<file path="config.mk">
export PLATFORM = sky130hd
export DESIGN_NAME = ico_directory_parser_core
export DESIGN_NICKNAME = d
export VERILOG_FILES = /design/src/rtl/icodp_pkg.sv /design/src/rtl/icodp_parser.sv /design/src/rtl/icodp_out_queue.sv /design/src/rtl/ico_directory_parser_core.sv
export SDC_FILE = /design/constraint.sdc
export NUM_CORES = 1
export LEC_CHECK = 0
export ABC_AREA = 0
export BUFFER_PORTS_ARGS = -buffer_cell sky130_fd_sc_hd__buf_4
export CAP_MARGIN = 10
export CORE_UTILIZATION = 55
export DETAILED_ROUTE_END_ITERATION = 16
export GPL_TIMING_DRIVEN = 0
export PLACE_DENSITY = 0.74
export SKIP_LAST_GASP = 1
export SYNTH_ARGS = -nofsm -noshare
export SYNTH_HDL_FRONTEND = slang
export SYNTH_SLANG_ARGS = --single-unit
</file>
<file path="constraint.sdc">
create_clock -name clk -period 33.6 [get_ports clk]
set_input_delay 8.4 -clock clk [delete_from_list [all_inputs] [get_ports clk]]
set_output_delay 8.4 -clock clk [all_outputs]
set_load 0.02 [all_outputs]
</file>
<file path="src/rtl/icodp_pkg.sv">
`default_nettype none

package icodp_pkg;

    localparam int FILE_LENGTH_W = 31;
    localparam int HEADER_LEN    = 6;
    localparam int ENTRY_LEN     = 16;
    // Offset just past the first directory entry.
    localparam int FIRST_END     = HEADER_LEN + ENTRY_LEN;

    typedef enum logic [2:0] {
        ST_ENTRY   = 3'd0,
        ST_DONE    = 3'd1,
        ST_SHORT   = 3'd2,
        ST_SIG     = 3'd3,
        ST_TRUNC   = 3'd4,
        ST_RSV     = 3'd5,
        ST_PAYLOAD = 3'd6
    } status_t;

    typedef enum logic [2:0] {
        PH_HEADER = 3'b001,
        PH_ENTRY  = 3'b010,
        PH_IDLE   = 3'b100
    } phase_t;

    typedef struct packed {
        status_t                  status;
        logic [15:0]              entry_index;
        logic [8:0]               width;
        logic [8:0]               height;
        logic [7:0]               color_count;
        logic [15:0]              planes;
        logic [15:0]              bits_per_pixel;
        logic [FILE_LENGTH_W-1:0] payload_length;
        logic [FILE_LENGTH_W-1:0] payload_offset;
        logic                     last_of_run;
    } result_t;

    // Icon signature: 00 00 01 00.
    localparam logic [7:0] ICON_SIG [4] = '{8'h00, 8'h00, 8'h01, 8'h00};

    function automatic result_t make_result(input status_t st, input logic [15:0] idx);
        result_t r;
        r             = '0;
        r.status      = st;
        r.entry_index = idx;
        return r;
    endfunction

endpackage

`default_nettype wire

</file>
<file path="src/rtl/icodp_parser.sv">
`default_nettype none

module icodp_parser (
    input  wire logic                              clk,
    input  wire logic                              rst_n,
    input  wire logic                              fire,
    input  wire logic [7:0]                        data_byte,
    input  wire logic                              file_start,
    input  wire logic [icodp_pkg::FILE_LENGTH_W-1:0] file_length,
    output logic [1:0]                             n_results,
    output icodp_pkg::result_t                     res0,
    output icodp_pkg::result_t                     res1
);
    import icodp_pkg::*;

    phase_t      phase_reg, phase_next;
    logic [2:0]  hdr_pos_reg, hdr_pos_next;
    logic [15:0] count_reg, count_next;
    logic [15:0] num_reg, num_next;
    logic [3:0]  ent_pos_reg, ent_pos_next;
    logic [7:0]  buf_reg [0:ENTRY_LEN-2];

    phase_t      eff_phase;
    logic [2:0]  hp;
    logic [15:0] ec;
    logic [15:0] en;
    logic [15:0] en1;
    logic [3:0]  ep;
    logic [15:0] hdr_count;
    logic [20:0] next_end;
    logic [31:0] len32;
    logic [31:0] off32;
    logic [31:0] span;
    logic        pay_bad;
    logic        buf_we;
    result_t     ent_res;

    // A file start resets the walk before this byte is looked at.
    assign eff_phase = file_start ? PH_HEADER : phase_reg;
    assign hp        = file_start ? 3'd0 : hdr_pos_reg;
    assign ec        = file_start ? 16'd0 : count_reg;
    assign en        = file_start ? 16'd0 : num_reg;
    assign ep        = file_start ? 4'd0 : ent_pos_reg;
    assign en1       = en + 16'd1;
    assign hdr_count = {data_byte, ec[7:0]};
    assign next_end  = {1'b0, en1, 4'b0000} + 21'(FIRST_END);

    assign len32   = {buf_reg[11], buf_reg[10], buf_reg[9], buf_reg[8]};
    assign off32   = {data_byte, buf_reg[14], buf_reg[13], buf_reg[12]};
    assign span    = {1'b0, off32[30:0]} + {1'b0, len32[30:0]};
    assign pay_bad = len32[31] | off32[31] | (span > {1'b0, file_length});

    always_comb
    begin
        ent_res                = make_result(ST_ENTRY, en);
        ent_res.width          = (buf_reg[0] == 8'd0) ? 9'd256 : {1'b0, buf_reg[0]};
        ent_res.height         = (buf_reg[1] == 8'd0) ? 9'd256 : {1'b0, buf_reg[1]};
        ent_res.color_count    = buf_reg[2];
        ent_res.planes         = {buf_reg[5], buf_reg[4]};
        ent_res.bits_per_pixel = {buf_reg[7], buf_reg[6]};
        ent_res.payload_length = len32[30:0];
        ent_res.payload_offset = off32[30:0];
    end

    always_comb
    begin
        phase_next   = eff_phase;
        hdr_pos_next = hp;
        count_next   = ec;
        num_next     = en;
        ent_pos_next = ep;
        n_results    = 2'd0;
        res0         = make_result(ST_ENTRY, 16'd0);
        res1         = make_result(ST_ENTRY, 16'd0);
        buf_we       = 1'b0;

        unique case (eff_phase)
            PH_HEADER:
            begin
                hdr_pos_next = hp + 3'd1;
                if (hp == 3'd0 && file_length < FILE_LENGTH_W'(HEADER_LEN))
                begin
                    res0       = make_result(ST_SHORT, 16'd0);
                    n_results  = 2'd1;
                    phase_next = PH_IDLE;
                end
                else if (hp < 3'd4)
                begin
                    if (data_byte != ICON_SIG[hp[1:0]])
                    begin
                        res0       = make_result(ST_SIG, 16'd0);
                        n_results  = 2'd1;
                        phase_next = PH_IDLE;
                    end
                end
                else if (hp == 3'd4)
                begin
                    count_next = {8'd0, data_byte};
                end
                else
                begin
                    count_next   = hdr_count;
                    num_next     = 16'd0;
                    ent_pos_next = 4'd0;
                    if (hdr_count == 16'd0)
                    begin
                        res0       = make_result(ST_DONE, 16'd0);
                        n_results  = 2'd1;
                        phase_next = PH_IDLE;
                    end
                    else if (file_length < FILE_LENGTH_W'(FIRST_END))
                    begin
                        res0       = make_result(ST_TRUNC, 16'd0);
                        n_results  = 2'd1;
                        phase_next = PH_IDLE;
                    end
                    else
                    begin
                        phase_next = PH_ENTRY;
                    end
                end
            end
            PH_ENTRY:
            begin
                ent_pos_next = ep + 4'd1;
                buf_we       = (ep != 4'(ENTRY_LEN - 1));
                if (ep == 4'd3 && data_byte != 8'd0)
                begin
                    res0       = make_result(ST_RSV, en);
                    n_results  = 2'd1;
                    phase_next = PH_IDLE;
                end
                else if (ep == 4'(ENTRY_LEN - 1))
                begin
                    if (pay_bad)
                    begin
                        res0       = make_result(ST_PAYLOAD, en);
                        n_results  = 2'd1;
                        phase_next = PH_IDLE;
                    end
                    else
                    begin
                        res0      = ent_res;
                        n_results = 2'd1;
                        num_next  = en1;
                        if (en1 >= ec)
                        begin
                            res1       = make_result(ST_DONE, ec);
                            n_results  = 2'd2;
                            phase_next = PH_IDLE;
                        end
                        else if ({10'd0, next_end} > file_length)
                        begin
                            res1       = make_result(ST_TRUNC, en1);
                            n_results  = 2'd2;
                            phase_next = PH_IDLE;
                        end
                    end
                end
            end
            PH_IDLE:
            begin
            end
            default:
            begin
            end
        endcase

        res0.last_of_run = (n_results == 2'd1);
        res1.last_of_run = (n_results == 2'd2);
    end

    always_ff @(posedge clk or negedge rst_n)
    begin
        if (!rst_n)
        begin
            phase_reg   <= PH_HEADER;
            hdr_pos_reg <= 3'd0;
            count_reg   <= 16'd0;
            num_reg     <= 16'd0;
            ent_pos_reg <= 4'd0;
        end
        else if (fire)
        begin
            phase_reg   <= phase_next;
            hdr_pos_reg <= hdr_pos_next;
            count_reg   <= count_next;
            num_reg     <= num_next;
            ent_pos_reg <= ent_pos_next;
        end
    end

    always_ff @(posedge clk)
    begin
        if (fire && buf_we)
        begin
            buf_reg[ep] <= data_byte;
        end
    end

endmodule

`default_nettype wire

</file>
<file path="src/rtl/icodp_out_queue.sv">
`default_nettype none

module icodp_out_queue (
    input  wire logic               clk,
    input  wire logic               rst_n,
    input  wire logic               offer,
    input  wire logic [1:0]         n_results,
    input  wire icodp_pkg::result_t res0,
    input  wire icodp_pkg::result_t res1,
    input  wire logic               result_ready,
    output logic                    taken,
    output logic                    head_valid,
    output icodp_pkg::result_t      head
);
    import icodp_pkg::*;

    logic [1:0] count_reg, count_next;
    result_t    slot0_reg, slot0_next;
    result_t    slot1_reg, slot1_next;
    logic       pop;
    logic [1:0] c1;
    logic [1:0] push_n;

    assign head_valid = (count_reg != 2'd0);
    assign head       = slot0_reg;
    assign pop        = head_valid && result_ready;
    assign c1         = count_reg - {1'b0, pop};
    // Take the whole group of results from one byte, or none of it.
    assign taken      = offer && (({1'b0, c1} + {1'b0, n_results}) <= 3'd2);
    assign push_n     = taken ? n_results : 2'd0;
    assign count_next = c1 + push_n;

    always_comb
    begin
        slot0_next = slot0_reg;
        slot1_next = slot1_reg;
        if (c1 == 2'd0)
        begin
            slot0_next = res0;
            slot1_next = res1;
        end
        else if (c1 == 2'd1)
        begin
            slot0_next = pop ? slot1_reg : slot0_reg;
            slot1_next = res0;
        end
    end

    always_ff @(posedge clk or negedge rst_n)
    begin
        if (!rst_n)
        begin
            count_reg <= 2'd0;
        end
        else
        begin
            count_reg <= count_next;
        end
    end

    always_ff @(posedge clk)
    begin
        slot0_reg <= slot0_next;
        slot1_reg <= slot1_next;
    end

endmodule

`default_nettype wire

</file>
<file path="src/rtl/ico_directory_parser_core.sv">
// Icon directory parser. Bytes of an icon file enter one request at a time on the
// byte channel (byte_valid/byte_ready, data_byte, file_start). file_start marks the
// first byte of a new file and restarts the parse. The file's total length is set
// through cfg_wr_en/cfg_wr_data; the user must set it only while no request is in
// flight, which the block does not enforce. Results leave on the result channel
// (result_valid/result_ready): one entry result per directory entry, then a done
// result, or a single error result after which bytes are dropped until the next
// file start. At most two results come from one byte; last_of_run marks the last.
// An accepted byte is held in the input register, and its results are registered
// in the result queue before they reach the ports.
// Throughput: one byte per cycle while result_ready stays high. A byte sits in the
// input register, and the parser decodes it combinationally into a two-slot result
// queue. A byte with two results ends the directory, so the bytes after it add at
// most one result each and the input does not wait while result_ready stays high.
// Stalls: when result_ready is low the queue fills, the input register holds,
// and byte_ready drops; nothing is lost or repeated.
// Reset: the parser waits for byte 0 of a header, so the first byte after reset
// starts a file even without file_start; file_length resets to zero.
`default_nettype none

module ico_directory_parser_core (
    input  wire logic                                clk,
    input  wire logic                                rst_n,
    input  wire logic                                cfg_wr_en,
    input  wire logic [icodp_pkg::FILE_LENGTH_W-1:0] cfg_wr_data,
    input  wire logic                                byte_valid,
    output logic                                     byte_ready,
    input  wire logic [7:0]                          data_byte,
    input  wire logic                                file_start,
    output logic                                     result_valid,
    input  wire logic                                result_ready,
    output logic [2:0]                               status,
    output logic [15:0]                              entry_index,
    output logic [8:0]                               width,
    output logic [8:0]                               height,
    output logic [7:0]                               color_count,
    output logic [15:0]                              planes,
    output logic [15:0]                              bits_per_pixel,
    output logic [icodp_pkg::FILE_LENGTH_W-1:0]      payload_length,
    output logic [icodp_pkg::FILE_LENGTH_W-1:0]      payload_offset,
    output logic                                     last_of_run
);
    import icodp_pkg::*;

    logic [FILE_LENGTH_W-1:0] file_length_reg;
    logic                     stage_valid_reg, stage_valid_next;
    logic [7:0]               stage_byte_reg;
    logic                     stage_start_reg;
    logic                     accept;
    logic                     taken;
    logic [1:0]               n_results;
    result_t                  res0;
    result_t                  res1;
    result_t                  head;

    // The input register frees up whenever its byte moves into the queue.
    assign byte_ready       = !stage_valid_reg || taken;
    assign accept           = byte_valid && byte_ready;
    assign stage_valid_next = accept ? 1'b1 : (taken ? 1'b0 : stage_valid_reg);

    always_ff @(posedge clk or negedge rst_n)
    begin
        if (!rst_n)
        begin
            stage_valid_reg <= 1'b0;
            file_length_reg <= '0;
        end
        else
        begin
            stage_valid_reg <= stage_valid_next;
            if (cfg_wr_en)
            begin
                file_length_reg <= cfg_wr_data;
            end
        end
    end

    always_ff @(posedge clk)
    begin
        if (accept)
        begin
            stage_byte_reg  <= data_byte;
            stage_start_reg <= file_start;
        end
    end

    icodp_parser u_parser (
        .clk         (clk),
        .rst_n       (rst_n),
        .fire        (taken),
        .data_byte   (stage_byte_reg),
        .file_start  (stage_start_reg),
        .file_length (file_length_reg),
        .n_results   (n_results),
        .res0        (res0),
        .res1        (res1)
    );

    icodp_out_queue u_queue (
        .clk          (clk),
        .rst_n        (rst_n),
        .offer        (stage_valid_reg),
        .n_results    (n_results),
        .res0         (res0),
        .res1         (res1),
        .result_ready (result_ready),
        .taken        (taken),
        .head_valid   (result_valid),
        .head         (head)
    );

    assign status         = head.status;
    assign entry_index    = head.entry_index;
    assign width          = head.width;
    assign height         = head.height;
    assign color_count    = head.color_count;
    assign planes         = head.planes;
    assign bits_per_pixel = head.bits_per_pixel;
    assign payload_length = head.payload_length;
    assign payload_offset = head.payload_offset;
    assign last_of_run    = head.last_of_run;

endmodule

`default_nettype wire

</file>
==> results.sh <==
export IMPL_cts_made_buffers=48
export IMPL_post_cts_buffers=0
export IMPL_yosys_area_top_type="edfxtp_1"
export IMPL_min_path_type="flip-flop to flip-flop"
export IMPL_synth_seq_area_share=0.633
export IMPL_place_congestion=0.929
export IMPL_vdd_ir_drop_max_v=0.0000567
export IMPL_synth_top_area_share=0.547
export IMPL_io_buffers=185
export IMPL_antenna_found_initial=1
export IMPL_crit_path_max_fanout=10
export IMPL_status="complete, no violations"
export IMPL_ys_ff_latch=477
export IMPL_max_freq_mhz=52.0
export IMPL_layout_drive_gt1_share=0.156
export IMPL_initialDrtViolationCount=1362
export IMPL_route_detailed_drc=0
export IMPL_slew_violations=0
export IMPL_hp_start="u_parser.ent_pos_reg[0]"
export IMPL_setup_violations=0
export IMPL_synth_ff_type="edfxtp_1"
export IMPL_fin_nets=2102
export IMPL_grt_ovfl_total=0
export IMPL_total_leakage_power_nw=10.2
export IMPL_die_y_um=202
export IMPL_ys_warn_count=0
export IMPL_clock_sinks=477
export IMPL_r2r_start="stage_start_reg"
export IMPL_wl_per_cell_um=21.7
export IMPL_synth_edff_count=401
export IMPL_num_vias=14900
export IMPL_grt_total_usage=0.268
export IMPL_r2r_cells=29
export IMPL_drt_wl_total_um=54300
export IMPL_syn2layout_area_growth_pct=17.9
export IMPL_critPathRequiredTime_ps=25200
export IMPL_cp_arrival_ps=10850
export IMPL_cts_tree="done"
export IMPL_min_period_ps=19250
export IMPL_antenna_left=0
export IMPL_ioPinCount=187
export IMPL_hold_end="u_parser.ent_pos_reg[0]"
export IMPL_syn_area_um2=22000
export IMPL_clk_insertion_delay_late_ps=600
export IMPL_rsz0062_at_grt="no"
export IMPL_diodes=0
export IMPL_h_tree_depth=2
export IMPL_core_um2=39100
export IMPL_start_util=0.563
export IMPL_dp_hpwl_um=38600
export IMPL_yosys_cell_count_top_type="edfxtp_1"
export IMPL_synthTopCellsByArea="edfxtp_1 (55%), dfrtp_1 (8.5%), a22o_1 (6.3%)"
export IMPL_cts_max_path_buffers=3
export IMPL_syn_inst=1698
export IMPL_viasPerCell=5.96
export IMPL_fp_dieArea_um2=40800
export IMPL_postCtsHoldBufs=0
export IMPL_drv_cap=0
export IMPL_min_period_over_period=0.573
export IMPL_synth_cell_types=69
export IMPL_timing_final_hold_violations=0
export IMPL_worst_setup_path_type="input port to primary output"
export IMPL_synthesis_nets=1853
export IMPL_startpoint="result_ready"
export IMPL_die_w_um=202
export IMPL_cp_start_kind="input port"
export IMPL_slew_headroom=0.113
export IMPL_worstMarginPinSlew_ps=1330
export IMPL_rows=72
export IMPL_r2r_slack_ps=23680
export IMPL_clock_root_buffer="clkbuf_16"
export IMPL_grt_pass1_wl_um=83300
export IMPL_clkSlewWorstSetupHoldPaths_ps=60
export IMPL_tns_ps=0
export IMPL_p_per_area_nw_per_um2=91.9
export IMPL_async_flop_share=0.159
export IMPL_cts_repair_resized=0
export IMPL_synthTopCellsByCount="edfxtp_1 (401), a22o_1 (158), and2_1 (131)"
export IMPL_whs_path_depth=1
export IMPL_clock_skew_ps=22.9
export IMPL_r2r_end="u_parser.buf_reg[6][0]"
export IMPL_grt_max_degree=77
export IMPL_dr_pass1_iters=5
export IMPL_worstSetupEndpointType="primary output"
export IMPL_grt_pass1_vias=14300
export IMPL_avgSynthCellArea_um2=13.0
export IMPL_utilization=0.664
-- cell usage in the layout, fill, tap and decap left out, types with 20 or more instances in the layout --
cell / synthesis / layout
nand3_1: 25 / 25
dfrtp_1: 75 / 75
clkbuf_1: 53 / 61
nor3_1: 27 / 27
nand2_1: 124 / 124
clkbuf_16: 0 / 50
a22o_1: 158 / 158
nand4_1: 22 / 22
nor2_1: 53 / 52
and2_1: 131 / 131
xnor2_1: 42 / 41
a21oi_1: 61 / 61
inv_1: 78 / 78
ha_1: 108 / 108
buf_4: 0 / 185
nor4_1: 20 / 20
o21ai_0: 83 / 83
edfxtp_1: 401 / 401
-- per-layer routing --
layer,up-vias,share of wire,GRT usage
met5,-,0,0
li1,6926,-,-
met3,82,0.070,0.0429
met4,0,0.020,0.0701
met1,7354,0.44,0.384
met2,569,0.47,0.429
-- stage by stage --
step | cell area (µm²) | cells | setup WS [ps] | total power, mW | hold slack (ps)
floorplan | 22000 | 1698 | 6880 | 1.53 | 450
global placement | 24100 | 2401 | 3090 | 1.86 | 463
detailed placement | 24300 | 2414 | 14330 | 1.83 | 482
CTS | 25900 | 2503 | 14300 | 2.39 | 494
global route | 26000 | 2504 | 14200 | 2.48 | 532
finish | 26000 | 2504 | 14350 | 2.38 | 493
-- kinds of logic after synthesis --
| kind of cell | after synthesis | synth area share |
|---|---|---|
| DFF | 477 | 0.633 |
| and+or+nand+nor | 467 | 0.111 |
| AOI/OAI and AO/OA | 432 | 0.141 |
| buffers and inverters | 153 | 0.0274 |
| adders and majority gates | 110 | 0.0632 |
| xor gates and xnor gates | 55 | 0.0219 |
| muxes | 4 | 0.00199 |
-- final cells by class --
cell class | instances | area [µm²]
plain buffers | 75 | 310
clock buffers | 58 | 1280
clock inverters | 31 | 380
fillers | 2888 | 13100
inverters | 78 | 293
multi-input cells | 1068 | 7480
flip-flops and latches | 477 | 13900
well taps | 518 | 648
repair buffers | 199 | 1620
-- how the worst max path moves through the flow --
stage	endpoint	slack (ps)
global route	byte_ready	14200
detailed placement	byte_ready	14330
CTS	byte_ready	14300
floorplan	byte_ready	6880
global placement	byte_ready	3090
finish	byte_ready	14350
-- critical path, stage by stage --
cell	delay [ps]
buf_4	110
and2_1	140
ha_1	210
xnor2_2	570
inv_1	300
fa_1	540
a21oi_1	230
nand2b_1	180
buf_4	150
-- power by group --
group	switching (mW)	leakage [nW]	internal, mW
logic	0.484	4.47	0.295
clock network	0.227	0.809	0.334
registers	0.0973	4.90	0.947
Power figures use the tool's default switching activity.
